### src/bsc_pkg.sv
`default_nettype none

package bsc_pkg;

    // Default sizing of the breakpoint table and of the stored address.
    localparam int unsigned DefaultSlots = 16;
    localparam int unsigned DefaultAddressBits = 32;

    // Widths fixed by the item and result fields.
    localparam int unsigned KindBits = 3;
    localparam int unsigned InAddressBits = 32;
    localparam int unsigned DepthBits = 8;
    localparam int unsigned StatusBits = 3;
    localparam int unsigned EntriesBits = 5;

    // Item kinds.
    localparam logic [KindBits-1:0] KIND_EVAL      = 3'd0;
    localparam logic [KindBits-1:0] KIND_SET       = 3'd1;
    localparam logic [KindBits-1:0] KIND_CLEAR     = 3'd2;
    localparam logic [KindBits-1:0] KIND_QUERY     = 3'd3;
    localparam logic [KindBits-1:0] KIND_STEP_OVER = 3'd4;
    localparam logic [KindBits-1:0] KIND_STEP_INTO = 3'd5;
    localparam logic [KindBits-1:0] KIND_CONTINUE  = 3'd6;

    // Result status codes.
    localparam logic [StatusBits-1:0] ST_DONE     = 3'd0;
    localparam logic [StatusBits-1:0] ST_HALTED   = 3'd1;
    localparam logic [StatusBits-1:0] ST_RELEASED = 3'd2;
    localparam logic [StatusBits-1:0] ST_FULL     = 3'd3;
    localparam logic [StatusBits-1:0] ST_DUP      = 3'd4;
    localparam logic [StatusBits-1:0] ST_NOTFOUND = 3'd5;
    localparam logic [StatusBits-1:0] ST_IGNORED  = 3'd6;

    // Commands from the controller to the datapath.
    typedef struct packed {
        logic load;       // capture a new item beat
        logic compare;    // search the table and fetch the last entry
        logic commit;     // update the state and register the result
        logic cfg_write;  // write the enable register
    } t_dp_cmd;

endpackage

`default_nettype wire

### src/bsc_ctrl.sv
`default_nettype none

module bsc_ctrl (
    input  wire               i_clk,
    input  wire               i_rst_n,
    input  wire               start,
    input  wire               i_cfg_valid,
    output logic              busy,
    output logic              o_cfg_ready,
    output bsc_pkg::t_dp_cmd  o_cmd
);

    localparam logic [1:0] S_IDLE = 2'd0;
    localparam logic [1:0] S_CMP  = 2'd1;
    localparam logic [1:0] S_RESP = 2'd2;

    logic [1:0] r_state;
    logic [1:0] n_state;

    // Only the compare cycle blocks a new item; the response cycle overlaps the next load.
    assign busy = (r_state == S_CMP);
    // The enable register is written only when idle with no item beat offered.
    assign o_cfg_ready = (r_state == S_IDLE) && !start;

    always_comb begin
        o_cmd.load = start && !busy;
        o_cmd.compare = (r_state == S_CMP);
        o_cmd.commit = (r_state == S_RESP);
        o_cmd.cfg_write = i_cfg_valid && o_cfg_ready;
    end

    // Next state.
    always_comb begin
        n_state = r_state;
        unique case (r_state)
            S_IDLE: begin
                if (start) begin
                    n_state = S_CMP;
                end
            end
            S_CMP: begin
                n_state = S_RESP;
            end
            S_RESP: begin
                if (start) begin
                    n_state = S_CMP;
                end else begin
                    n_state = S_IDLE;
                end
            end
            default: begin
                n_state = S_IDLE;
            end
        endcase
    end

    always_ff @(posedge i_clk) begin
        if (!i_rst_n) begin
            r_state <= S_IDLE;
        end else begin
            r_state <= n_state;
        end
    end

endmodule

`default_nettype wire

### src/bsc_datapath.sv
`default_nettype none

module bsc_datapath #(
    parameter int unsigned BREAKPOINT_SLOTS = bsc_pkg::DefaultSlots,
    parameter int unsigned ADDRESS_BITS = bsc_pkg::DefaultAddressBits
) (
    input  wire                                   i_clk,
    input  wire                                   i_rst_n,
    input  wire  bsc_pkg::t_dp_cmd                i_cmd,
    input  wire                                   i_cfg_data,
    input  wire  [bsc_pkg::KindBits-1:0]          i_kind,
    input  wire  [bsc_pkg::InAddressBits-1:0]     i_node_address,
    input  wire  [bsc_pkg::DepthBits-1:0]         i_node_depth,
    output logic                                  o_result_valid,
    output logic [bsc_pkg::StatusBits-1:0]        o_status,
    output logic                                  o_match,
    output logic                                  o_paused_now,
    output logic [bsc_pkg::EntriesBits-1:0]       o_entries_used
);

    localparam int unsigned CW = $clog2(BREAKPOINT_SLOTS + 1);
    localparam int unsigned IW = (BREAKPOINT_SLOTS > 1) ? $clog2(BREAKPOINT_SLOTS) : 1;
    localparam int unsigned KB =
        (ADDRESS_BITS < bsc_pkg::InAddressBits) ? ADDRESS_BITS : bsc_pkg::InAddressBits;
    localparam int unsigned DW = bsc_pkg::DepthBits;

    // Item beat registers.
    logic [bsc_pkg::KindBits-1:0] r_kind;
    logic [ADDRESS_BITS-1:0]      r_addr;
    logic [DW-1:0]                r_depth;

    // Breakpoint table and debug state.
    logic [ADDRESS_BITS-1:0] r_store [BREAKPOINT_SLOTS];
    logic [CW-1:0]           r_count;
    logic                    r_enable;
    logic                    r_paused;
    logic                    r_waiting;
    logic                    r_step_pending;
    logic [DW-1:0]           r_level;
    logic [DW-1:0]           r_last_depth;
    logic                    r_have_last;

    // Compare stage results.
    logic [BREAKPOINT_SLOTS-1:0] r_hit_vec;
    logic [ADDRESS_BITS-1:0]     r_last_entry;
    logic [BREAKPOINT_SLOTS-1:0] n_hit_vec;
    logic [CW-1:0]               n_last_idx;

    // Response stage next values.
    logic [CW-1:0]                  n_count;
    logic                           n_paused;
    logic                           n_waiting;
    logic                           n_step_pending;
    logic [DW-1:0]                  n_level;
    logic [DW-1:0]                  n_last_depth;
    logic                           n_have_last;
    logic [bsc_pkg::StatusBits-1:0] n_status;
    logic                           n_match;
    logic                           n_wr_en;
    logic [IW-1:0]                  n_wr_idx;
    logic [ADDRESS_BITS-1:0]        n_wr_data;
    logic                           n_hit;
    logic [IW-1:0]                  n_hit_idx;

    // Output registers.
    logic                           r_result_valid;
    logic [bsc_pkg::StatusBits-1:0] r_status;
    logic                           r_match;
    logic                           r_paused_now;
    logic [bsc_pkg::EntriesBits-1:0] r_entries;

    // Parallel compare against the occupied entries.
    always_comb begin
        for (int i = 0; i < BREAKPOINT_SLOTS; i++) begin
            n_hit_vec[i] = (r_count > CW'(i)) && (r_store[i] == r_addr);
        end
        n_last_idx = r_count - CW'(1);
    end

    // Lowest matching slot; the table never holds duplicates.
    always_comb begin
        n_hit = |r_hit_vec;
        n_hit_idx = '0;
        for (int i = BREAKPOINT_SLOTS - 1; i >= 0; i--) begin
            if (r_hit_vec[i]) begin
                n_hit_idx = IW'(i);
            end
        end
    end

    // Decision for the item and the state it leaves behind.
    always_comb begin
        n_count = r_count;
        n_paused = r_paused;
        n_waiting = r_waiting;
        n_step_pending = r_step_pending;
        n_level = r_level;
        n_last_depth = r_last_depth;
        n_have_last = r_have_last;
        n_status = bsc_pkg::ST_DONE;
        n_match = 1'b0;
        n_wr_en = 1'b0;
        n_wr_idx = r_count[IW-1:0];
        n_wr_data = r_addr;
        case (r_kind) inside
            bsc_pkg::KIND_EVAL: begin
                if (r_waiting) begin
                    n_status = bsc_pkg::ST_IGNORED;
                end else begin
                    n_last_depth = r_depth;
                    n_have_last = 1'b1;
                    if (r_enable) begin
                        if (n_hit) begin
                            n_match = 1'b1;
                            n_paused = 1'b1;
                        end
                        if ((r_level != '0) && (r_depth <= r_level)) begin
                            n_paused = 1'b1;
                            n_level = '0;
                        end
                        if (n_paused) begin
                            if (r_step_pending) begin
                                n_step_pending = 1'b0;
                                n_status = bsc_pkg::ST_RELEASED;
                            end else begin
                                n_waiting = 1'b1;
                                n_status = bsc_pkg::ST_HALTED;
                            end
                        end
                    end
                end
            end
            bsc_pkg::KIND_SET: begin
                if ((r_addr == '0) || n_hit) begin
                    n_status = bsc_pkg::ST_DUP;
                end else if (r_count < CW'(BREAKPOINT_SLOTS)) begin
                    n_wr_en = 1'b1;
                    n_count = r_count + CW'(1);
                end else begin
                    n_status = bsc_pkg::ST_FULL;
                end
            end
            bsc_pkg::KIND_CLEAR: begin
                if (!n_hit) begin
                    n_status = bsc_pkg::ST_NOTFOUND;
                end else begin
                    n_count = r_count - CW'(1);
                    n_wr_en = 1'b1;
                    n_wr_idx = n_hit_idx;
                    n_wr_data = r_last_entry;
                end
            end
            bsc_pkg::KIND_QUERY: begin
                if (!r_enable) begin
                    n_status = bsc_pkg::ST_IGNORED;
                end else begin
                    n_match = n_hit;
                end
            end
            bsc_pkg::KIND_STEP_OVER, bsc_pkg::KIND_CONTINUE: begin
                if (!r_paused) begin
                    n_status = bsc_pkg::ST_IGNORED;
                end else begin
                    n_paused = 1'b0;
                    if ((r_kind == bsc_pkg::KIND_STEP_OVER) && r_have_last) begin
                        n_level = r_last_depth;
                    end
                    if (r_waiting) begin
                        n_waiting = 1'b0;
                        n_status = bsc_pkg::ST_RELEASED;
                    end
                end
            end
            bsc_pkg::KIND_STEP_INTO: begin
                if (!r_paused) begin
                    n_status = bsc_pkg::ST_IGNORED;
                end else if (r_waiting) begin
                    n_waiting = 1'b0;
                    n_status = bsc_pkg::ST_RELEASED;
                end else begin
                    n_step_pending = 1'b1;
                end
            end
            default: begin
                n_status = bsc_pkg::ST_IGNORED;
            end
        endcase
    end

    // Control state.
    always_ff @(posedge i_clk) begin
        if (!i_rst_n) begin
            r_enable <= 1'b0;
            r_count <= '0;
            r_paused <= 1'b0;
            r_waiting <= 1'b0;
            r_step_pending <= 1'b0;
            r_level <= '0;
            r_last_depth <= '0;
            r_have_last <= 1'b0;
            r_result_valid <= 1'b0;
        end else begin
            r_result_valid <= i_cmd.commit;
            if (i_cmd.cfg_write) begin
                r_enable <= i_cfg_data;
            end
            if (i_cmd.commit) begin
                r_count <= n_count;
                r_paused <= n_paused;
                r_waiting <= n_waiting;
                r_step_pending <= n_step_pending;
                r_level <= n_level;
                r_last_depth <= n_last_depth;
                r_have_last <= n_have_last;
            end
        end
    end

    // Payload registers: item beat, compare results, table and result beat.
    always_ff @(posedge i_clk) begin
        if (i_cmd.load) begin
            r_kind <= i_kind;
            r_addr <= ADDRESS_BITS'(i_node_address[KB-1:0]);
            r_depth <= i_node_depth;
        end
        if (i_cmd.compare) begin
            r_hit_vec <= n_hit_vec;
            r_last_entry <= r_store[n_last_idx[IW-1:0]];
        end
        if (i_cmd.commit) begin
            if (n_wr_en) begin
                r_store[n_wr_idx] <= n_wr_data;
            end
            r_status <= n_status;
            r_match <= n_match;
            r_paused_now <= n_paused;
            r_entries <= bsc_pkg::EntriesBits'(n_count);
        end
    end

    assign o_result_valid = r_result_valid;
    assign o_status = r_status;
    assign o_match = r_match;
    assign o_paused_now = r_paused_now;
    assign o_entries_used = r_entries;

endmodule

`default_nettype wire

### src/breakpoint_step_controller.sv
// Items pass the item, compare and result registers; the result beat is on the outputs for
// one cycle. A new item can load during the response cycle; busy is high for the compare
// cycle only, which searches the whole table in parallel before the response cycle commits.
// Reset (i_rst_n low, synchronous) empties the table, clears pause and step state and
// disables debugging. The receiver cannot stall, so results never back up.
`default_nettype none

module breakpoint_step_controller #(
    parameter int unsigned BREAKPOINT_SLOTS = bsc_pkg::DefaultSlots,
    parameter int unsigned ADDRESS_BITS = bsc_pkg::DefaultAddressBits
) (
    input  wire                                i_clk,
    input  wire                                i_rst_n,
    input  wire                                start,
    output logic                               busy,
    input  wire  [bsc_pkg::KindBits-1:0]       i_kind,
    input  wire  [bsc_pkg::InAddressBits-1:0]  i_node_address,
    input  wire  [bsc_pkg::DepthBits-1:0]      i_node_depth,
    input  wire                                i_cfg_valid,
    output logic                               o_cfg_ready,
    input  wire                                i_cfg_data,
    output logic                               o_result_valid,
    output logic [bsc_pkg::StatusBits-1:0]     o_status,
    output logic                               o_match,
    output logic                               o_paused_now,
    output logic [bsc_pkg::EntriesBits-1:0]    o_entries_used
);

    bsc_pkg::t_dp_cmd w_cmd;

    // Sequencing of each item beat.
    bsc_ctrl u_ctrl (
        .i_clk       (i_clk),
        .i_rst_n     (i_rst_n),
        .start       (start),
        .i_cfg_valid (i_cfg_valid),
        .busy        (busy),
        .o_cfg_ready (o_cfg_ready),
        .o_cmd       (w_cmd)
    );

    // Breakpoint table, debug state and result registers.
    bsc_datapath #(
        .BREAKPOINT_SLOTS (BREAKPOINT_SLOTS),
        .ADDRESS_BITS     (ADDRESS_BITS)
    ) u_datapath (
        .i_clk          (i_clk),
        .i_rst_n        (i_rst_n),
        .i_cmd          (w_cmd),
        .i_cfg_data     (i_cfg_data),
        .i_kind         (i_kind),
        .i_node_address (i_node_address),
        .i_node_depth   (i_node_depth),
        .o_result_valid (o_result_valid),
        .o_status       (o_status),
        .o_match        (o_match),
        .o_paused_now   (o_paused_now),
        .o_entries_used (o_entries_used)
    );

endmodule

`default_nettype wire
### config.mk
export PLATFORM = sky130hd
export DESIGN_NAME = breakpoint_step_controller
export DESIGN_NICKNAME = d
export VERILOG_FILES = /design/src/bsc_pkg.sv /design/src/bsc_ctrl.sv /design/src/bsc_datapath.sv /design/src/breakpoint_step_controller.sv
export SDC_FILE = /design/constraint.sdc
export NUM_CORES = 1
export LEC_CHECK = 0
export BUFFER_PORTS_ARGS = -buffer_cell sky130_fd_sc_hd__buf_2
export CORE_UTILIZATION = 63
export DETAILED_ROUTE_END_ITERATION = 6
export GPL_TIMING_DRIVEN = 0
export MAX_ROUTING_LAYER = met4
export PLACE_DENSITY = 0.87
export SLEW_MARGIN = 40
export SYNTH_ARGS = -nofsm -noshare
export SYNTH_HDL_FRONTEND = slang
export SYNTH_SLANG_ARGS = --single-unit
### constraint.sdc
create_clock -name i_clk -period 6.1 [get_ports i_clk]
set_input_delay 0.61 -clock i_clk [delete_from_list [all_inputs] [get_ports i_clk]]
set_output_delay 0.61 -clock i_clk [all_outputs]
set_load 0.005 [all_outputs]
==> out/results.txt, run 1 <==
Number of CTS-inserted buffers - 68
Largest net degree at the start of global routing - 21
Vias in the first global route - 21000
Antenna Violating Nets Remaining - 0
Routed vias - 22200
Final WL - 123000 µm
Tightest Pin Transition - 1.06 ns
Fmax - 0.192 GHz
# fillers - 3168
Post-synthesis cell type count - 63
Worst clock skew - 0.0302 ns
DP Wirelength - 92000 µm
PwrDens - 281 mW/mm²
Hold Path Class - input pin to register
Final setup viols - 0
R2R cell count - 11
Met1 usage - 0.624
CTS H-tree depth - 3
Leakage - 11.6 nW
Max-Cap Viols - 0
Worst Setup Start Kind - register
Status - complete, no violations
Unrepaired setup endpoints after global routing - no
Reg2reg start - u_datapath.r_count[0]$_SDFFE_PN0P_
Internal Power - 7.62 mW
Syn Area/Cell - 14.8 µm²
Die area - 0.0503 mm²
Routability Congestion - 1.16
Tmin final - 5.20 ns
Max Transition Viols Final - 0
Die width - 224 µm
Hold Startpoint - i_node_address[1]
Clock power frac - 0.429
Switching share of power - 0.241
Mapped Cells - 2107
Port bufs - 60
Crit path from - u_datapath.r_count[0]$_SDFFE_PN0P_
Synth warnings - 0
DRC violations left - 0
TritonCTS clock tree - yes
Post-synthesis register bit count - 642
WP data arrival - 5.50 ns
Area delta synth->final - 14.9%
Finished Core Util - 0.732
Drt wl/cell - 40.9 µm
Primary FF master, synth - edfxtp_1
Top Usage Layer GRT - met2
Longest Clk Path Bufs - 3
Clock Latency Late Sink - 0.63 ns
CORE AREA - 0.0488 mm²
Seq/Total Area, Yosys - 0.610
Clock sink count - 642
CTS Hold Buffers Added - 0
Met2 Track Usage GR - 0.674
Final hold vios - 0
Tcrit/Tclk final - 0.853
DR vias/cell - 7.39
Hold WS - 0.158 ns
Setup bufs post-CTS - 0
Clk root buf - clkbuf_16
Peak VDD IR - 271 µV
Number of I/O pins - 61
Layout cells sized above 1 - 0.194
First-pass iteration count of the detailed router - 6
M3 GR Usage - 0.244
Overall Global Routing Usage - 0.514
Row cnt - 81
Initial DRC Count - 4422
Reg clk slew, reported paths - 0.06 ns
Setup Crit Path Kind - register to register
Initial Util - 0.637
FFs w/ async S/R, synth - 0
GR Overflow Total - 0
Global-route wire length before repair - 167000 µm
Post-CTS sizing - 0
Combinational Power Share - 0.081
Initial antenna violation count - 14
Worst-path fanout max - 10
CP required - 6.39 ns
Slew margin rel. - 0.291
DIE HEIGHT - 224 µm
Total Nets Final - 2341
Seq pwr share - 0.490
Post-synth net total - 2168
Setup crit end kind - register
Post-Syn Area - 0.0311 mm²
P_sw - 2.42 mW
EDFF count, synth - 613
Hold path cells - 1
[kinds of logic (layout without fill, tap and decap cells)]
group	Yosys count	count (layout)	synth area share
mux	160	160	0.103
xor+xnor	520	520	0.146
other cells	0	11	0
fa+ha+maj	13	13	0.00523
flops	642	642	0.610
compound gates	165	165	0.0366
buf+inv	153	379	0.0200
simple gates	454	454	0.0785
[final timing paths]
kind	endpoint	slack (ns)
min	u_datapath.r_addr[1]$_DFFE_PP_	0.16
max reg2reg	u_datapath.r_last_entry[29]$_DFFE_PP_	0.90
min reg2reg	u_datapath.r_last_depth[3]$_SDFFE_PN0P_	0.46
max	u_datapath.r_last_entry[29]$_DFFE_PP_	0.90
[stage by stage]
stage | power (mW) | instances | setup TNS (ns) | instance area, µm² | setup WS, ns
2_1_floorplan | 5.40 | 2107 | 0 | 31100 | 1.09
3_3_place_gp | 5.74 | 2831 | -179.47 | 32200 | -3.05
3_5_place_dp | 5.76 | 2873 | 0 | 33400 | 1.37
4_1_cts | 9.94 | 2996 | 0 | 35700 | 1.36
5_1_grt | 10.2 | 3008 | 0 | 35800 | 1.11
6_report | 10.0 | 3008 | 0 | 35800 | 0.896
[placed cells by master (no fill, tap or decap), drive strengths merged, types with 3 or more instances in the layout]
cell and instances:
nor2b 40, dfxtp 29, clkinv 23, nor2 49
nand2 136, nor4 94, mux4 128, xnor2 249
a31oi 9, diode 11, a21o 5, nor3 18
a211oi 38, edfxtp 613, inv 22, a2111oi 6
bufinv 9, xor2 271, o2111ai 4, and3 3
nand4 76, clkbuf 155, nand2b 4, a22o 8
buf 170, a21oi 60, o21ai 13, or4 6
nor3b 3, nand3 16, mux2i 32, ha 13
[critical path: stages (launching register included)]
cell      delay (ns)
dfxtp_1         0.38
buf_2           0.28
buf_2           0.51
buf_2           0.46
inv_1           0.27
ha_1            0.35
clkbuf_1        0.31
buf_2           0.44
clkbuf_1        0.67
mux4_2          0.44
mux2i_1         0.49
a21oi_1         0.25
[metal layers]
metal / vias up / part of all wire / routed length, µm
li1: 8358 / - / -
met1: 10900 / 0.33 / 40700
met2: 2362 / 0.40 / 49400
met3: 620 / 0.17 / 21300
met4: 0 / 0.093 / 11500
met5: - / 0 / 0
[synth_stat cells, drive strengths merged (3+ instances only)]
| master | n | share of area |
|---|---|---|
| buf | 67 | 0.0097 |
| nand4 | 76 | 0.015 |
| nand3 | 16 | 0.0026 |
| xnor2 | 249 | 0.070 |
| a21o | 5 | 0.0012 |
| xor2 | 271 | 0.076 |
| mux4 | 128 | 0.093 |
| nor4 | 94 | 0.021 |
| nand2 | 136 | 0.016 |
| o2111ai | 4 | 0.0017 |
| inv | 20 | 0.0024 |
| mux2i | 32 | 0.010 |
| nor2b | 40 | 0.0080 |
| and3 | 3 | 0.00060 |
| dfxtp | 29 | 0.019 |
| a21oi | 60 | 0.0097 |
| nor2 | 49 | 0.0059 |
| ha | 13 | 0.0052 |
| a211oi | 38 | 0.0095 |
| nor3 | 18 | 0.0031 |
| nor3b | 3 | 0.00072 |
| clkbuf | 64 | 0.0077 |
| a2111oi | 6 | 0.0019 |
| o21ai | 13 | 0.0021 |
| a31oi | 9 | 0.0018 |
| or4 | 6 | 0.0014 |
| nand2b | 4 | 0.00080 |
| edfxtp | 613 | 0.59 |
| a22o | 8 | 0.0023 |
[flip-flops by register name (all words and copies together) (netlist names), 2 cells and up]
name                       cells
u_ctrl.r_state                 2
u_datapath.o_entries_used      5
u_datapath.o_status            3
u_datapath.r_addr             32
u_datapath.r_count             5
u_datapath.r_depth             8
u_datapath.r_hit_vec          16
u_datapath.r_kind              3
u_datapath.r_last_depth        8
u_datapath.r_last_entry       32
u_datapath.r_level             8
u_datapath.r_store           512
[power by group through the flow]
stage	Sequential [mW]	Clock (mW)	Combinational, mW
after CTS	4.92	4.27	0.755
after detailed placement	5.01	0	0.749
after global placement	5.02	0	0.722
after global routing	4.92	4.42	0.804
after floorplan	5.01	0	0.390
final	4.92	4.31	0.812
[cell type report]
type,instances,area (µm²),share of cell area
timing repair buffer,103,1220,0.0341
clock buffer,91,1850,0.0518
inverter,22,82.6,0.00231
sequential,642,19000,0.531
multi-input combinational,1312,11800,0.329
buffer,131,582,0.0163
tap,664,831,0.0232
antenna,11,27.5,0.000770
clock inverter,32,398,0.0111
Power figures use the tool's default switching activity.
==> inputs of run 2 (changes only) <==
--- a/config.mk
+++ b/config.mk
@@ -11,6 +11,7 @@
 export GPL_TIMING_DRIVEN = 0
 export MAX_ROUTING_LAYER = met4
 export PLACE_DENSITY = 0.87
+export RECOVER_POWER = 25
 export SLEW_MARGIN = 40
 export SYNTH_ARGS = -nofsm -noshare
 export SYNTH_HDL_FRONTEND = slang
==> run 2 against run 1 <==
  * The run now ends with DRC, capacitance limit, slew limit left
  * Largest power group unchanged
  * Critical endpoint is now busy
  * Final cell count hardly changed
  * Sequential share of layout area up 0.24 points
  * Critical path depth shrank 6
  * Critical path type is now register to output pin
  * Register-to-register slack improved by 0.10 ns
  * Flip-flop and latch count did not move
  * Sequential power about the same
  * Design area fell by 0.44%
  * Core utilization shrank 0.32 points
  * Via count shrank 0.16%
  * Global-route usage unchanged
==> out/results.txt, run 2 (synthesis gave the netlist of run 1 again) <==
Unrepaired setup endpoints after global routing - no
Setup Crit Path Kind - register to output pin
Final hold vios - 0 (unchanged)
Crit path from - u_ctrl.r_state[0]$_SDFFE_PN0N_
Largest net degree at the start of global routing - 21 (unchanged)
Hold Path Class - input pin to register
Dpl cell area - 0.0334 mm² (unchanged)
Status - complete, but fails checks
CORE AREA - 0.0488 mm² (unchanged)
Reg2reg start - u_datapath.r_count[0]$_SDFFE_PN0P_
Pre-CTS WS - 1.37 ns (unchanged)
Vias in the first global route - 21000 (unchanged)
Antenna Violating Nets Remaining - 0 (unchanged)
Post-CTS sizing - 0 (unchanged)
Final WL - 123000 µm (-0.22%)
Failing checks - DRC, capacitance limit, slew limit
CP required - 5.49 ns (-0.90 ns)
Leakage - 11.6 nW (-0.75%)
Worst-path fanout max - 20 (+10)
Die width - 224 µm (unchanged)
Tmin final - 5.13 ns (-0.0737 ns)
TritonCTS clock tree - yes
Max-Cap Viols - 1 (+1)
Area delta synth->final - 14.4%
Routability Congestion - 1.16 (unchanged)
Clock sink count - 642 (unchanged)
Tcrit/Tclk final - 0.841 (-0.0121)
Worst clock skew - 0.0302 ns (-0.0000425 ns)
Initial antenna violation count - 14 (unchanged)
First-pass iteration count of the detailed router - 7 (+1)
Routed vias - 22200 (-0.16%)
Clock Latency Late Sink - 0.63 ns (about the same)
DP Wirelength - 92000 µm (unchanged)
Final worst slack - 0.969 ns (+0.0737 ns)
Regs by FF count - u_datapath.r_store x512, u_datapath.r_addr x32, u_datapath.r_last_entry x32
Non-Filler Instances - 3010 (+0.066%)
Max Transition Viols Final - 2 (+2)
Setup bufs post-CTS - 0 (unchanged)
DRC violations left - 13 (+13)
Worst path cell trace - nor2b_1 -> clkbuf_1 -> clkbuf_1 -> clkbuf_1 -> clkbuf_1
Reg clk slew, reported paths - 0.06 ns (about the same)
PwrDens - 282 mW/mm² (+0.32%)
Setup crit end kind - output pin
CTS Hold Buffers Added - 0 (unchanged)
CTS H-tree depth - 3 (unchanged)
Commonest non-fill, non-tap cell in the layout - edfxtp_1
Total power - 10.0 mW (-0.13%)
Port bufs - 60 (unchanged)
Row cnt - 81 (unchanged)
Hold path cells - 1 (unchanged)
R2R cell count - 11 (unchanged)
Reg2reg end - u_datapath.r_last_entry[29]$_DFFE_PP_
Longest Clk Path Bufs - 3 (unchanged)
Finished Core Util - 0.729 (-0.00323)
Reg2Reg Setup Slack - 1.00 ns (+0.10 ns)
Overall Global Routing Usage - 0.514 (unchanged)
DR vias/cell - 7.38 (-0.22%)
Fmax - 0.195 GHz (+1.4%)
Commonest non-fill, non-tap cells in the layout - 613 x edfxtp_1, 269 x xor2_1, 247 x xnor2_1, 134 x nand2_1, 128 x mux4_2
Max reg flops - 512 (unchanged)
Peak VDD IR - 271 µV (about the same)
Post-route cell area - 0.0356 mm² (-0.44%)
Hold Path End - u_datapath.r_addr[1]$_DFFE_PP_
GR Overflow Total - 0 (unchanged)
Placed Instances - 2873 (unchanged)
Global-route wire length before repair - 167000 µm (unchanged)
Initial Util - 0.637 (unchanged)
CP most frequent cell - clkbuf_1
Number of CTS-inserted buffers - 68 (unchanged)
Clk root buf - clkbuf_16
DIE HEIGHT - 224 µm (unchanged)
Layout cells sized above 1 - 0.182 (-0.0116)
Drt wl/cell - 40.8 µm (-0.29%)
Die area - 0.0503 mm² (unchanged)
Slowest cell on crit path - clkbuf_1
Hold WS - 0.159 ns (+0.000216 ns)
Total Nets Final - 2341 (unchanged)
WP data arrival - 4.52 ns (-0.98 ns)
Slew margin rel. - -0.0735 (-0.364)
Setup_tns - 0 ns (unchanged)
Tightest Pin Transition - 1.60 ns (+0.535 ns)
Initial DRC Count - 4339 (-1.9%)
Number of I/O pins - 61 (unchanged)
Hold Startpoint - i_node_address[1]
Most flops, register - u_datapath.r_store
Final setup viols - 0 (unchanged)
Worst path max stage delay - 1.05 ns (+0.38 ns)
Worst Setup Start Kind - register
run 2: how the worst max path moves through the flow:
stage / cells after the start / slack, ns / endpoint
3_5_place_dp: 11 / 1.37 / u_datapath.r_last_entry[29]$_DFFE_PP_
2_1_floorplan: 2 / 1.09 / u_datapath.r_addr[0]$_DFFE_PP_
5_1_grt: 5 / 0.92 / busy
3_3_place_gp: 2 / -3.05 / u_datapath.r_addr[20]$_DFFE_PP_
6_report: 5 / 0.97 / busy
4_1_cts: 11 / 1.36 / u_datapath.r_last_entry[29]$_DFFE_PP_
run 2: critical path, delay by kind of cell, from the launching register on:
family,cells,cell delay [ns]
AND/OR/NAND/NOR,1,0.52
buffers and inverters,4,2.97
flip-flops,1,0.37
run 2: area by class of cell:
cell class	instances	area [µm²]
plain buffers	131	579
clock inverters	32	398
clock buffers	91	1850
multi-input cells	1312	11700
flip-flops and latches	642	19000
diodes	13	32.5
repair buffers	103	1120
well taps	664	831
inverters	22	82.6
fillers	3197	13300
run 2: where the power goes:
group | internal, mW | switching (mW) | leakage, nW
sequential | 4.90 | 0.0179 | 5.80
combinational | 0.189 | 0.612 | 4.66
clock | 2.52 | 1.79 | 1.09
run 2: routing by layer:
metal  track usage  up-vias  share of wire
met5             -        -              0
met4         0.358        0          0.095
met3         0.244      596           0.18
met2         0.674     2384           0.40
met1         0.624    10900           0.33
li1              -     8365              -
